<file path="src/rtl/core/assert_macros.svh">
// Assertion helper macros
`ifndef ASSERT_MACROS_SVH
`define ASSERT_MACROS_SVH
// implication checked each cycle outside reset
`define ASSERT_IMPL(label, clk, rst, a, c, msg) \
  label: assert property (@(posedge clk) disable iff (rst) (a) |-> (c)) else $error(msg);
// next-cycle implication
`define ASSERT_NEXT(label, clk, rst, a, c, msg) \
  label: assert property (@(posedge clk) disable iff (rst) (a) |=> (c)) else $error(msg);
`endif

</file>
<file path="src/rtl/core/sacache_counters.sv">
// ----------------------------------------------------------------------------
// sacache_counters
// Saturating access, hit, miss and writeback counters.
// ----------------------------------------------------------------------------
module sacache_counters #(
  parameter int unsigned COUNT_WIDTH = 48
) (
  input  logic clk,
  input  logic rst,
  input  logic clear,
  input  logic bump,
  input  logic is_hit,
  input  logic is_wb,
  output logic [COUNT_WIDTH-1:0] acc_cnt,
  output logic [COUNT_WIDTH-1:0] hit_cnt,
  output logic [COUNT_WIDTH-1:0] miss_cnt,
  output logic [COUNT_WIDTH-1:0] wb_cnt
);
  function automatic logic [COUNT_WIDTH-1:0] sat(input logic [COUNT_WIDTH-1:0] c);
    sat = (&c) ? c : c + COUNT_WIDTH'(1);
  endfunction

  always_ff @(posedge clk) begin
    if (rst || clear) begin
      acc_cnt <= '0;
      hit_cnt <= '0;
      miss_cnt <= '0;
      wb_cnt <= '0;
    end else if (bump) begin
      acc_cnt <= sat(acc_cnt);
      if (is_hit) hit_cnt <= sat(hit_cnt);
      else miss_cnt <= sat(miss_cnt);
      if (is_wb) wb_cnt <= sat(wb_cnt);
    end
  end
endmodule
</file>
<file path="config.mk">
export PLATFORM = sky130hd
export DESIGN_NAME = sacache_counters
export DESIGN_NICKNAME = d
export VERILOG_FILES = /design/src/rtl/core/assert_macros.svh /design/src/rtl/core/sacache_counters.sv
export SDC_FILE = /design/constraint.sdc
export NUM_CORES = 1
export LEC_CHECK = 0
export ABC_AREA = 1
export ABC_CLOCK_PERIOD_IN_PS = 4150
export BUFFER_PORTS_ARGS = -buffer_cell sky130_fd_sc_hd__buf_2
export CORE_MARGIN = 2
export CORE_UTILIZATION = 60
export DETAILED_ROUTE_END_ITERATION = 10
export PLACE_DENSITY = 0.87
export SLEW_MARGIN = 10
export SYNTH_ARGS = -nofsm -noshare
export SYNTH_HDL_FRONTEND = slang
export SYNTH_SLANG_ARGS = --single-unit
</file>
<file path="constraint.sdc">
create_clock -name clk -period 4.15 [get_ports clk]
set_input_delay 0.6225 -clock clk [delete_from_list [all_inputs] [get_ports clk]]
set_output_delay 0.6225 -clock clk [all_outputs]
set_load 0.005 [all_outputs]
</file>
Word level (Yosys, flattened, before mapping). Index checks and enable logic that the tools add are counted.

Register bits after elaboration: 192. Word-level logic and storage cells: 22.

Add/sub/neg operators: 4. Bitwise operators: 5. Reduce and logical (&&, ||, !) cells: 9.

Operators by type and width (count): $add 48x1->48 const B (4); $reduce_and 48->1 (4); $reduce_and 3->1 (3); $not 1->1 (5); $reduce_and 2->1 (1); $logic_or 1x1->1 (1).

Logic depth before layout (Yosys ltp). Gate-level depths: netlist (run 1).

Word-level depth: 3. Depth in mapped cells: 12. Gate-level depth less buffers: 12.

Worst setup path before layout (run 1). OpenSTA, ideal clock, no wires.

Path type: flip-flop to flip-flop. Start: reg wb_cnt[0]. End: reg wb_cnt[17]. Setup time: 0.134 ns. Data arrival time: 1.610 ns. Slack: 2.406 ns. Stages on the path, launching flop included: 12. Path buffers: 1. Period minus slack after synthesis: 1.744 ns. Cells stage by stage: dfxtp_1 ha_1 inv_2 nor2_2 nand2_2 nor2_4 nand3_4 nand2_4 buf_2 o21bai_1 nand2_1 nor2_1.

Cells in the longest elaborated chain, start to end: 3. Elaborated cells between the ends (all ways): 4. Classes of those cells: add/sub: 1; bitwise: 1; reduce/logical: 2.

Ends and longest elaborated chain: start, declared (RTL line sacache_counters.sv:17) `output logic [COUNT_WIDTH-1:0] wb_cnt`; start signal, assigned (RTL line sacache_counters.sv:33) `if (is_wb) wb_cnt <= sat(wb_cnt);`; parallel branches: the longest is 3 deep, another holds $add 48x1->48.

Several ways; the timed one is not identified. A chain may end at the register's enable or synchronous reset.

Worst setup path after layout (run 1).
Start: reg acc_cnt[0]. End: reg acc_cnt[39].

Cells in the longest elaborated chain, start to end: 3. Elaborated cells between the ends (all ways): 4. Classes of those cells: add/sub: 1; bitwise: 1; reduce/logical: 2.

Ends and longest elaborated chain: start, declared (RTL line sacache_counters.sv:14) `output logic [COUNT_WIDTH-1:0] acc_cnt,`; start signal, assigned (RTL line sacache_counters.sv:30) `acc_cnt <= sat(acc_cnt);`; parallel branches: the longest is 3 deep, another holds $add 48x1->48.

Several ways; the timed one is not identified.

==> impl_metrics.ini, run 1 <==
[global_route]
grt_overflow = 0
grt_pass1_wl_um = 59900
grt_use_total_pct = 33.2
grt_max_degree = 147
antenna_found_initial = 0
grt_pass1_vias = 12347

[die]
die_h_um = 148
die-area_sq_um = 22000
design.core.area_sq_um = 20400
die_w_um = 148
rows = 52
io_pins = 198
initial_core_util_pct = 61.5

[sta]
finalSetupViolCount = 0
fin_worst_skew_ns = 0.0137
grt_setup_unrepaired = false
slew_violations = 0
relSlewSlack_pct = 25.3
tightest_slew_ns = 1.12
tns_ns = 0
hold_viol_final = 0
post-route-min-period_ns = 2.86
fin_crit_sh_pct = 68.8
max_freq_ghz = 0.350

[critical_path]
ff2ff_path_depth = 10
timing.rr.start = acc_cnt[0]
worstReg2RegEnd = acc_cnt[39]
slowest_stage = inv_1
cp-end-kind = flop
worstPathArrival_ns = 3.13
start_kind = flop
cp_cell_sequence = ha_1 > inv_1 > nor2_4 > nand2_4 > nor2_4 > nand3_2 > nand2_2 > inv_1 > nand2_1 > a21oi_2
required_ns = 4.42
endpoint = acc_cnt[39]
criticalPathCategory = reg2reg
worstPathMaxFanout = 29
rrSetupSlack_ns = 1.29
cp-startpoint = acc_cnt[0]
cpPeakStageDelay_ns = 0.55

[clock_network]
clk_pin_slew_worst_paths_ns = 0.08
clockBufferDepth = 2
clock_sinks = 192
cts_tree = done
root_buffer = clkbuf_16
cts_setup_buffers = 0
hold_buffers = 0
cts-resized-gates = 0
clk_latency_ns = 0.44
cts_max_level = 4
cts_made_buffers = 17

[status]
status = finished, final reports clean

[routing]
vias = 14067
drt-initial-drc-count = 1067
routed_wl_um = 37300
drc = 0
postRouteAntennaNets = 0
vias_per_cell = 5.42
drtPass1Iterations = 7
post_drt_wl_per_cell_um = 14.4

[yosys]
ys_ff_latch = 192
postSynthCellCount = 2150
ys_warn_count = 0
seq_area_frac_synth_pct = 30.7
synth_area_sq_um = 12500
synth_area_per_cell_sq_um = 5.82
syn_nets = 2160
synth.distinct_cells = 32

[cells_and_area]
mostFrequentLayoutCells = nand2_1, nor2_1, inv_1
areaGrowthSynthToFinish_pct = 12.9
multi_input_area_sq_um = 7520
final_util_pct = 69.4
regArea_sq_um = 3840
final.fill_count = 1883
fin_nets = 2321
design_area_sq_um = 14100
antenna-diode-count = 0
drive_gt1_share_pct = 12.9
final_common_cell = nand2_1

[power]
power_density_nw_per_um2 = 265
peakVddDrop_uv = 319
power_mw = 3.74
power.leakage_nw = 5.50

[placement]
gp_congestion = 0.950
placed_cell_area_sq_um = 13500
dp_hpwl_um = 27300
io_buffer_count = 197

[flow_run]
max-cap-violations = 0

[hold_path]
hp-class = reg2reg
holdCritStartpoint = miss_cnt[10]
==> flip-flops by register name, indices dropped and copies added (netlist names) <==
name	cells
wb_cnt	48
miss_cnt	48
hit_cnt	48
acc_cnt	48
==> synthesized netlist by cell type <==
master / count / area, sq um
nor4_1: 2 / 12.5
clkbuf_1: 18 / 67.6
nor2_1: 556 / 2090
xor2_1: 21 / 184
buf_4: 6 / 45.0
buf_1: 1 / 3.75
nor3_1: 17 / 85.1
nand3_2: 11 / 110
o21bai_1: 41 / 308
inv_2: 6 / 22.5
nand2_1: 662 / 2480
nand3_1: 174 / 871
nand2_2: 12 / 75.1
nor3b_1: 13 / 97.6
nand2_4: 5 / 56.3
a21oi_2: 7 / 61.3
ha_1: 4 / 50.1
inv_1: 206 / 773
xnor2_1: 10 / 87.6
dfxtp_1: 192 / 3840
buf_2: 22 / 110
o21ai_0: 23 / 115
and2_1: 4 / 25.0
a21oi_1: 55 / 275
nand3b_1: 13 / 97.6
o21ai_1: 3 / 15.0
nand3_4: 3 / 52.6
buf_6: 12 / 135
nor2_4: 9 / 101
nand4_1: 29 / 181
and3_1: 1 / 6.26
nor2_2: 12 / 75.1
==> layout make-up <==
| cell class | count | share of cell area (%) |
|---|---|---|
| Inverter | 212 | 5.63 |
| Timing Repair Buffer | 201 | 7.28 |
| Multi-Input combinational cell | 1687 | 53.2 |
| Sequential cell | 192 | 27.2 |
| Tap cell | 270 | 2.39 |
| Clock buffer | 19 | 3.21 |
| Clock inverter | 13 | 1.04 |
==> power breakdown <==
group	total [mW]	switching (mW)	internal, mW	leakage, nW
Combinational	0.172	0.133	0.0394	3.65
Clock	1.71	0.780	0.932	0.295
Sequential	1.86	0.0106	1.85	1.55
==> worst min path at each step <==
stage                    to  slack [ns]  depth (start not counted)
6_report       miss_cnt[10]        0.51                          2
5_1_grt        miss_cnt[10]        0.53                          2
4_1_cts        miss_cnt[10]        0.51                          2
3_5_place_dp     acc_cnt[0]        0.50                          2
3_3_place_gp    hit_cnt[10]        0.48                          2
2_1_floorplan   hit_cnt[10]        0.48                          2
==> cell families (layout without fill, tap and decap cells) <==
| logic type | count (synthesis) | in the layout | share of synthesized area [%] |
|---|---|---|---|
| compound gates | 129 | 129 | 6.19 |
| xor+xnor | 31 | 31 | 2.17 |
| fa+ha+maj | 4 | 4 | 0.400 |
| buf+inv | 271 | 445 | 9.25 |
| flops | 192 | 192 | 30.7 |
| simple gates | 1523 | 1523 | 51.3 |
==> worst max-delay path, delay by kind of cell (launching register included) <==
kind                     cells  cell delay [ns]
buffers and inverters        2             0.64
adder cells (fa/ha/maj)      1             0.25
flip-flops                   1             0.39
AND/OR/NAND/NOR              6             1.33
AO/OA/AOI/OAI                1             0.07
==> metal layers <==
metal | wire length (um) | GRT usage, %
met1 | 16100 | 44.7
met2 | 16900 | 53.6
met3 | 3050 | 4.97
met4 | 1260 | 13.3
met5 | 0 | 0
==> per-stage QoR <==
step / setup WS, ns / instances / hold WS [ns]
2_1_floorplan: 2.41 / 2150 / 0.477
3_3_place_gp: 1.40 / 2562 / 0.481
3_5_place_dp: 1.30 / 2562 / 0.498
4_1_cts: 1.29 / 2594 / 0.509
5_1_grt: 1.00 / 2594 / 0.528
6_report: 1.29 / 2594 / 0.514
Note: power is estimated with default switching activity, not from simulation.
==> run 2: changes to the inputs <==
Settings changed: ABC_CLOCK_PERIOD_IN_PS 4150 to 2500, CORE_UTILIZATION 60 to 52, PLACE_DENSITY 0.87 to 0.8.
Clock period 4.15 ns to 2.5 ns, I/O delays scaled along.
==> run 2 against run 1 <==
- sequential share of layout area fell by 0.65 points
- critical path depth is the same
- design area rose by 2.4%
- die area is 15% higher
- hold slack got worse by 0.048 ns
- non-clock buffer count grew 36
- clock power up 68%
- power rose by 68%
- sequential cell count did not move
- count of clock-buffer cells in the layout did not move
==> impl_metrics.ini, run 2 (same netlist as run 1, synthesis figures left out) <==
[cells_and_area]
fin_nets = 2357
stdcell_count = 2678
final_common_cell = nand2_1
drive_gt1_share_pct = 14.1
mostFrequentLayoutCells = nand2_1, nor2_1, inv_1
final_util_pct = 61.5
antenna-diode-count = 0
design_area_sq_um = 14500
areaGrowthSynthToFinish_pct = 15.6

[global_route]
antenna_found_initial = 0
grt_overflow = 0
grt_use_total_pct = 30.0
grt_pass1_vias = 13092
grt_max_degree = 91
grt_pass1_wl_um = 63500

[critical_path]
cp_cell_sequence = ha_1 > inv_1 > nor2_4 > nand2_4 > nor2_4 > nand3_4 > nand2_4 > inv_2 > a21oi_1 > nor2_1
path_buf_inv = 2
worstPathMaxFanout = 30
critical-path-top-delay-family = simple AND/OR/NAND/NOR gates
required_ns = 2.83
rrSetupSlack_ns = 0.24
cpPeakStageDelay_ns = 0.40
start_kind = flop
slowest_stage = dfxtp_1
cp-end-kind = flop
criticalPathCategory = reg2reg
worstPathArrival_ns = 2.59

[clock_network]
hold_buffers = 0
clk_latency_ns = 0.44
cts_setup_buffers = 0
cts_made_buffers = 17
clockBufferDepth = 2
cts_tree = done
root_buffer = clkbuf_16
clk_pin_slew_worst_paths_ns = 0.08
cts-resized-gates = 0
clock_sinks = 192
cts_max_level = 4

[placement]
dp_hpwl_um = 29300
placed_cell_area_sq_um = 13900
gp_congestion = 1.00
placed_cells = 2647
io_buffer_count = 197

[sta]
grt_setup_unrepaired = false
tns_ns = 0
relSlewSlack_pct = 48.4
slew_violations = 0
post-route-min-period_ns = 2.26
max_freq_ghz = 0.442
fin_worst_skew_ns = 0.0140
fin_crit_sh_pct = 90.5
hold_viol_final = 0
finalSetupViolCount = 0
tightest_slew_ns = 0.773

[die]
die_h_um = 159
rows = 56
die_w_um = 159
initial_core_util_pct = 53.2
io_pins = 198
design.core.area_sq_um = 23500
die-area_sq_um = 25300

[routing]
drt-initial-drc-count = 1307
postRouteAntennaNets = 0
vias_per_cell = 5.33
vias = 14279
drtPass1Iterations = 6
drc = 0
routed_wl_um = 38700
post_drt_wl_per_cell_um = 14.5

[flow_run]
max-cap-violations = 0

[power]
power.leakage_nw = 5.68
peakVddDrop_uv = 389
power_density_nw_per_um2 = 434

[status]
status = finished, final reports clean

[hold_path]
hp-class = in2reg
==> run 2: cell types whose count changed in the layout (fill, tap and decap cells not counted), sizes merged <==
cell / delta
clkinvlp: +1
inv: -3
buf: +36
bufinv: +1
==> run 2: final cells by class <==
type	count	area, sq um
clock buffer	19	443
clock inverter	12	159
fill	2363	9070
inverter	212	796
multi-input combinational	1687	7520
sequential	192	3840
tap	319	399
timing repair buffer	237	1310
==> run 2: worst paths after layout <==
path | startpoint | to | cells past startpoint
worst max-delay path | miss_cnt[1] | miss_cnt[41] | 10
worst min-delay path | rst | acc_cnt[26] | 5
worst max register to register | miss_cnt[1] | miss_cnt[41] | 10
worst min register to register | hit_cnt[10] | hit_cnt[10] | 2
==> run 2: per-layer routing <==
metal  part of all wire, %  global-route usage, %  wire, um
met1                    44                   39.7     16900
met2                    46                   49.6     17800
met3                   7.9                   4.58      3060
met4                   2.5                   10.7       960
met5                     0                      0         0
==> run 2: power by group <==
group          internal [mW]  total (mW)  switching, mW  leakage, nW
Clock                   1.61        2.88           1.28        0.290
Sequential              3.07        3.08         0.0146         1.55
Combinational         0.0825       0.311          0.229         3.84
Total                   4.76        6.28           1.52         5.68
==> run 2: worst reg2reg max path, stage by stage (launching register included) <==
cell     delay [ns]
dfxtp_1        0.40
ha_1           0.21
inv_1          0.08
nor2_4         0.16
nand2_4        0.10
nor2_4         0.19
nand3_4        0.19
nand2_4        0.22
inv_2          0.28
a21oi_1        0.27
nor2_1         0.06
==> run 2: per-stage QoR <==
step	power [mW]	worst slack, ns	hold slack, ns
6_report	6.28	0.239	0.466
3_5_place_dp	3.46	0.252	0.497
3_3_place_gp	3.45	0.354	0.483
4_1_cts	6.32	0.247	0.469
5_1_grt	6.48	0.00764	0.492
2_1_floorplan	3.38	0.756	0.477
==> run 3: changes to the inputs <==
Settings changed: ABC_CLOCK_PERIOD_IN_PS 2500 to 2000, BUFFER_PORTS_ARGS -buffer_cell sky130_fd_sc_hd__buf_2 to -buffer_cell sky130_fd_sc_hd__buf_4.
Clock period 2.5 ns to 2 ns, I/O delays scaled along.
==> run 3 against run 2 <==
- critical path depth rose by 1
- combinational power increased by 43%
- sequential cell count did not move
- first-iteration DRC count grew 17%
- wire length rose by 5.0%
- sequential share of layout area down 2.0 points
- clock power grew 19%
- maximum frequency is 17% higher
- non-clock buffer count is 85 higher
- setup slack lost 0.16 ns
- global-route usage is 0.85 points higher
- critical endpoint is now acc_cnt[45]
- largest cell class unchanged
- highest routed layer unchanged
==> impl_metrics.ini, run 3 (same netlist as run 1, synthesis figures left out) <==
[status]
status = finished, final reports clean

[cells_and_area]
design_area_sq_um = 15800
areaGrowthSynthToFinish_pct = 26.1
antenna-diode-count = 0
final.fill_count = 2155
stdcell_count = 2764
drive_gt1_share_pct = 18.9
fin_nets = 2442
mostFrequentLayoutCells = nand2_1, nor2_1, buf_4
final_common_cell = nand2_1

[routing]
drc = 0
drtPass1Iterations = 8
vias = 14862
drt-initial-drc-count = 1526
postRouteAntennaNets = 0
routed_wl_um = 40700
post_drt_wl_per_cell_um = 14.7
vias_per_cell = 5.38

[sta]
fin_crit_sh_pct = 96.2
slew_violations = 0
tightest_slew_ns = 1.16
max_freq_ghz = 0.520
finalSetupViolCount = 0
relSlewSlack_pct = 22.3
timing.hold.ws_ns = 0.293
fin_worst_skew_ns = 0.0184
hold_viol_final = 0
worst_slack_ns = 0.0754
post-route-min-period_ns = 1.92

[clock_network]
cts_tree = done
cts_made_buffers = 17
hold_buffers = 0
clk_pin_slew_worst_paths_ns = 0.08
clockBufferDepth = 2
cts_max_level = 4
clk_latency_ns = 0.44
clock_sinks = 192
root_buffer = clkbuf_16

[flow_run]
max-cap-violations = 0

[critical_path]
critical-path-top-delay-family = simple AND/OR/NAND/NOR gates
start_kind = flop
criticalPathCategory = reg2reg
cpPeakStageDelay_ns = 0.41
rrSetupSlack_ns = 0.08
required_ns = 2.27
worstPathArrival_ns = 2.20
path_buf_inv = 3
cp_cell_sequence = nand2_1 > nor2_1 > nand2_1 > nor2_1 > nand3_2 > nand2_4 > clkinvlp_4 > buf_4 > buf_4 > nand2_1 > a21oi_2
worstPathMaxFanout = 5
slowest_stage = dfxtp_1
path_common_cell = nand2_1
cp-end-kind = flop

[global_route]
antenna_found_initial = 0
grt_use_total_pct = 30.8
grt_pass1_wl_um = 65100
grt_max_degree = 82
grt_pass1_vias = 13567
grt_overflow = 0

[placement]
gp_congestion = 1.01
io_buffer_count = 197
dp_hpwl_um = 30300
dp_slack_ns = -0.0381
placed_cells = 2721
placed_cell_area_sq_um = 15000

[die]
rows = 56
die-area_sq_um = 25300
initial_core_util_pct = 53.2
die_w_um = 159
io_pins = 198
design.core.area_sq_um = 23500
die_h_um = 159

[power]
peakVddDrop_uv = 459
power_density_nw_per_um2 = 490
power.leakage_nw = 6.13

[hold_path]
hp-class = in2reg
[run 3: power breakdown]
part	switching, mW	internal, mW	leakage [nW]	total (mW)
combinational	0.303	0.141	4.29	0.445
sequential	0.0195	3.83	1.56	3.85
clock	1.65	1.78	0.277	3.43
total	1.98	5.76	6.13	7.73
[run 3: metal layers]
layer / vias to the layer above / share of wire (%) / GRT usage [%]
met1: 6761 / 41 / 40.2
met3: 108 / 10 / 5.52
met2: 742 / 46 / 51.1
met5: - / 0 / 0
li1: 7251 / - / -
met4: 0 / 3.0 / 11.3
[run 3: final cells by class]
class | count | area (sq um) | area share [%]
inverters | 212 | 807 | 5.11
well taps | 319 | 399 | 2.53
clock inverters | 13 | 128 | 0.809
flip-flops and latches | 192 | 3880 | 24.6
multi-input cells | 1687 | 7620 | 48.3
clock buffers | 19 | 443 | 2.81
repair buffers | 322 | 2500 | 15.9
[run 3: worst min-delay path, cell delays in order]
cell and delay [ns]:
buf_4 0.14, nand2_1 0.09, o21bai_1 0.08, inv_1 0.05
nor2_1 0.03
[run 3: stage by stage]
| stage | power [mW] | utilization, % | TNS, ns |
|---|---|---|---|
| final | 7.73 | 67.0 | 0 |
| after global routing | 7.96 | 67.0 | -0.00389 |
| after CTS | 7.74 | 66.0 | 0 |
| after detailed placement | 4.36 | 63.5 | -0.332 |
| after global placement | 4.35 | 63.5 | 0 |
| after floorplan | 4.23 | - | 0 |
[run 3: worst paths after layout]
path,startpoint,cells past startpoint,end
setup / recovery,acc_cnt[23],11,acc_cnt[45]
hold / removal,bump,5,miss_cnt[2]
setup reg to reg,acc_cnt[23],11,acc_cnt[45]
hold reg to reg,acc_cnt[0],2,acc_cnt[0]
[run 3: repair_timing]
item | 4_1_cts | 5_1_grt
pin swaps | 0 | 6
endpoints found under the setup margin | 35 | 146
cloned | 0 | 1
buffers inserted | 0 | 10
gates resized for setup | 1 | 60
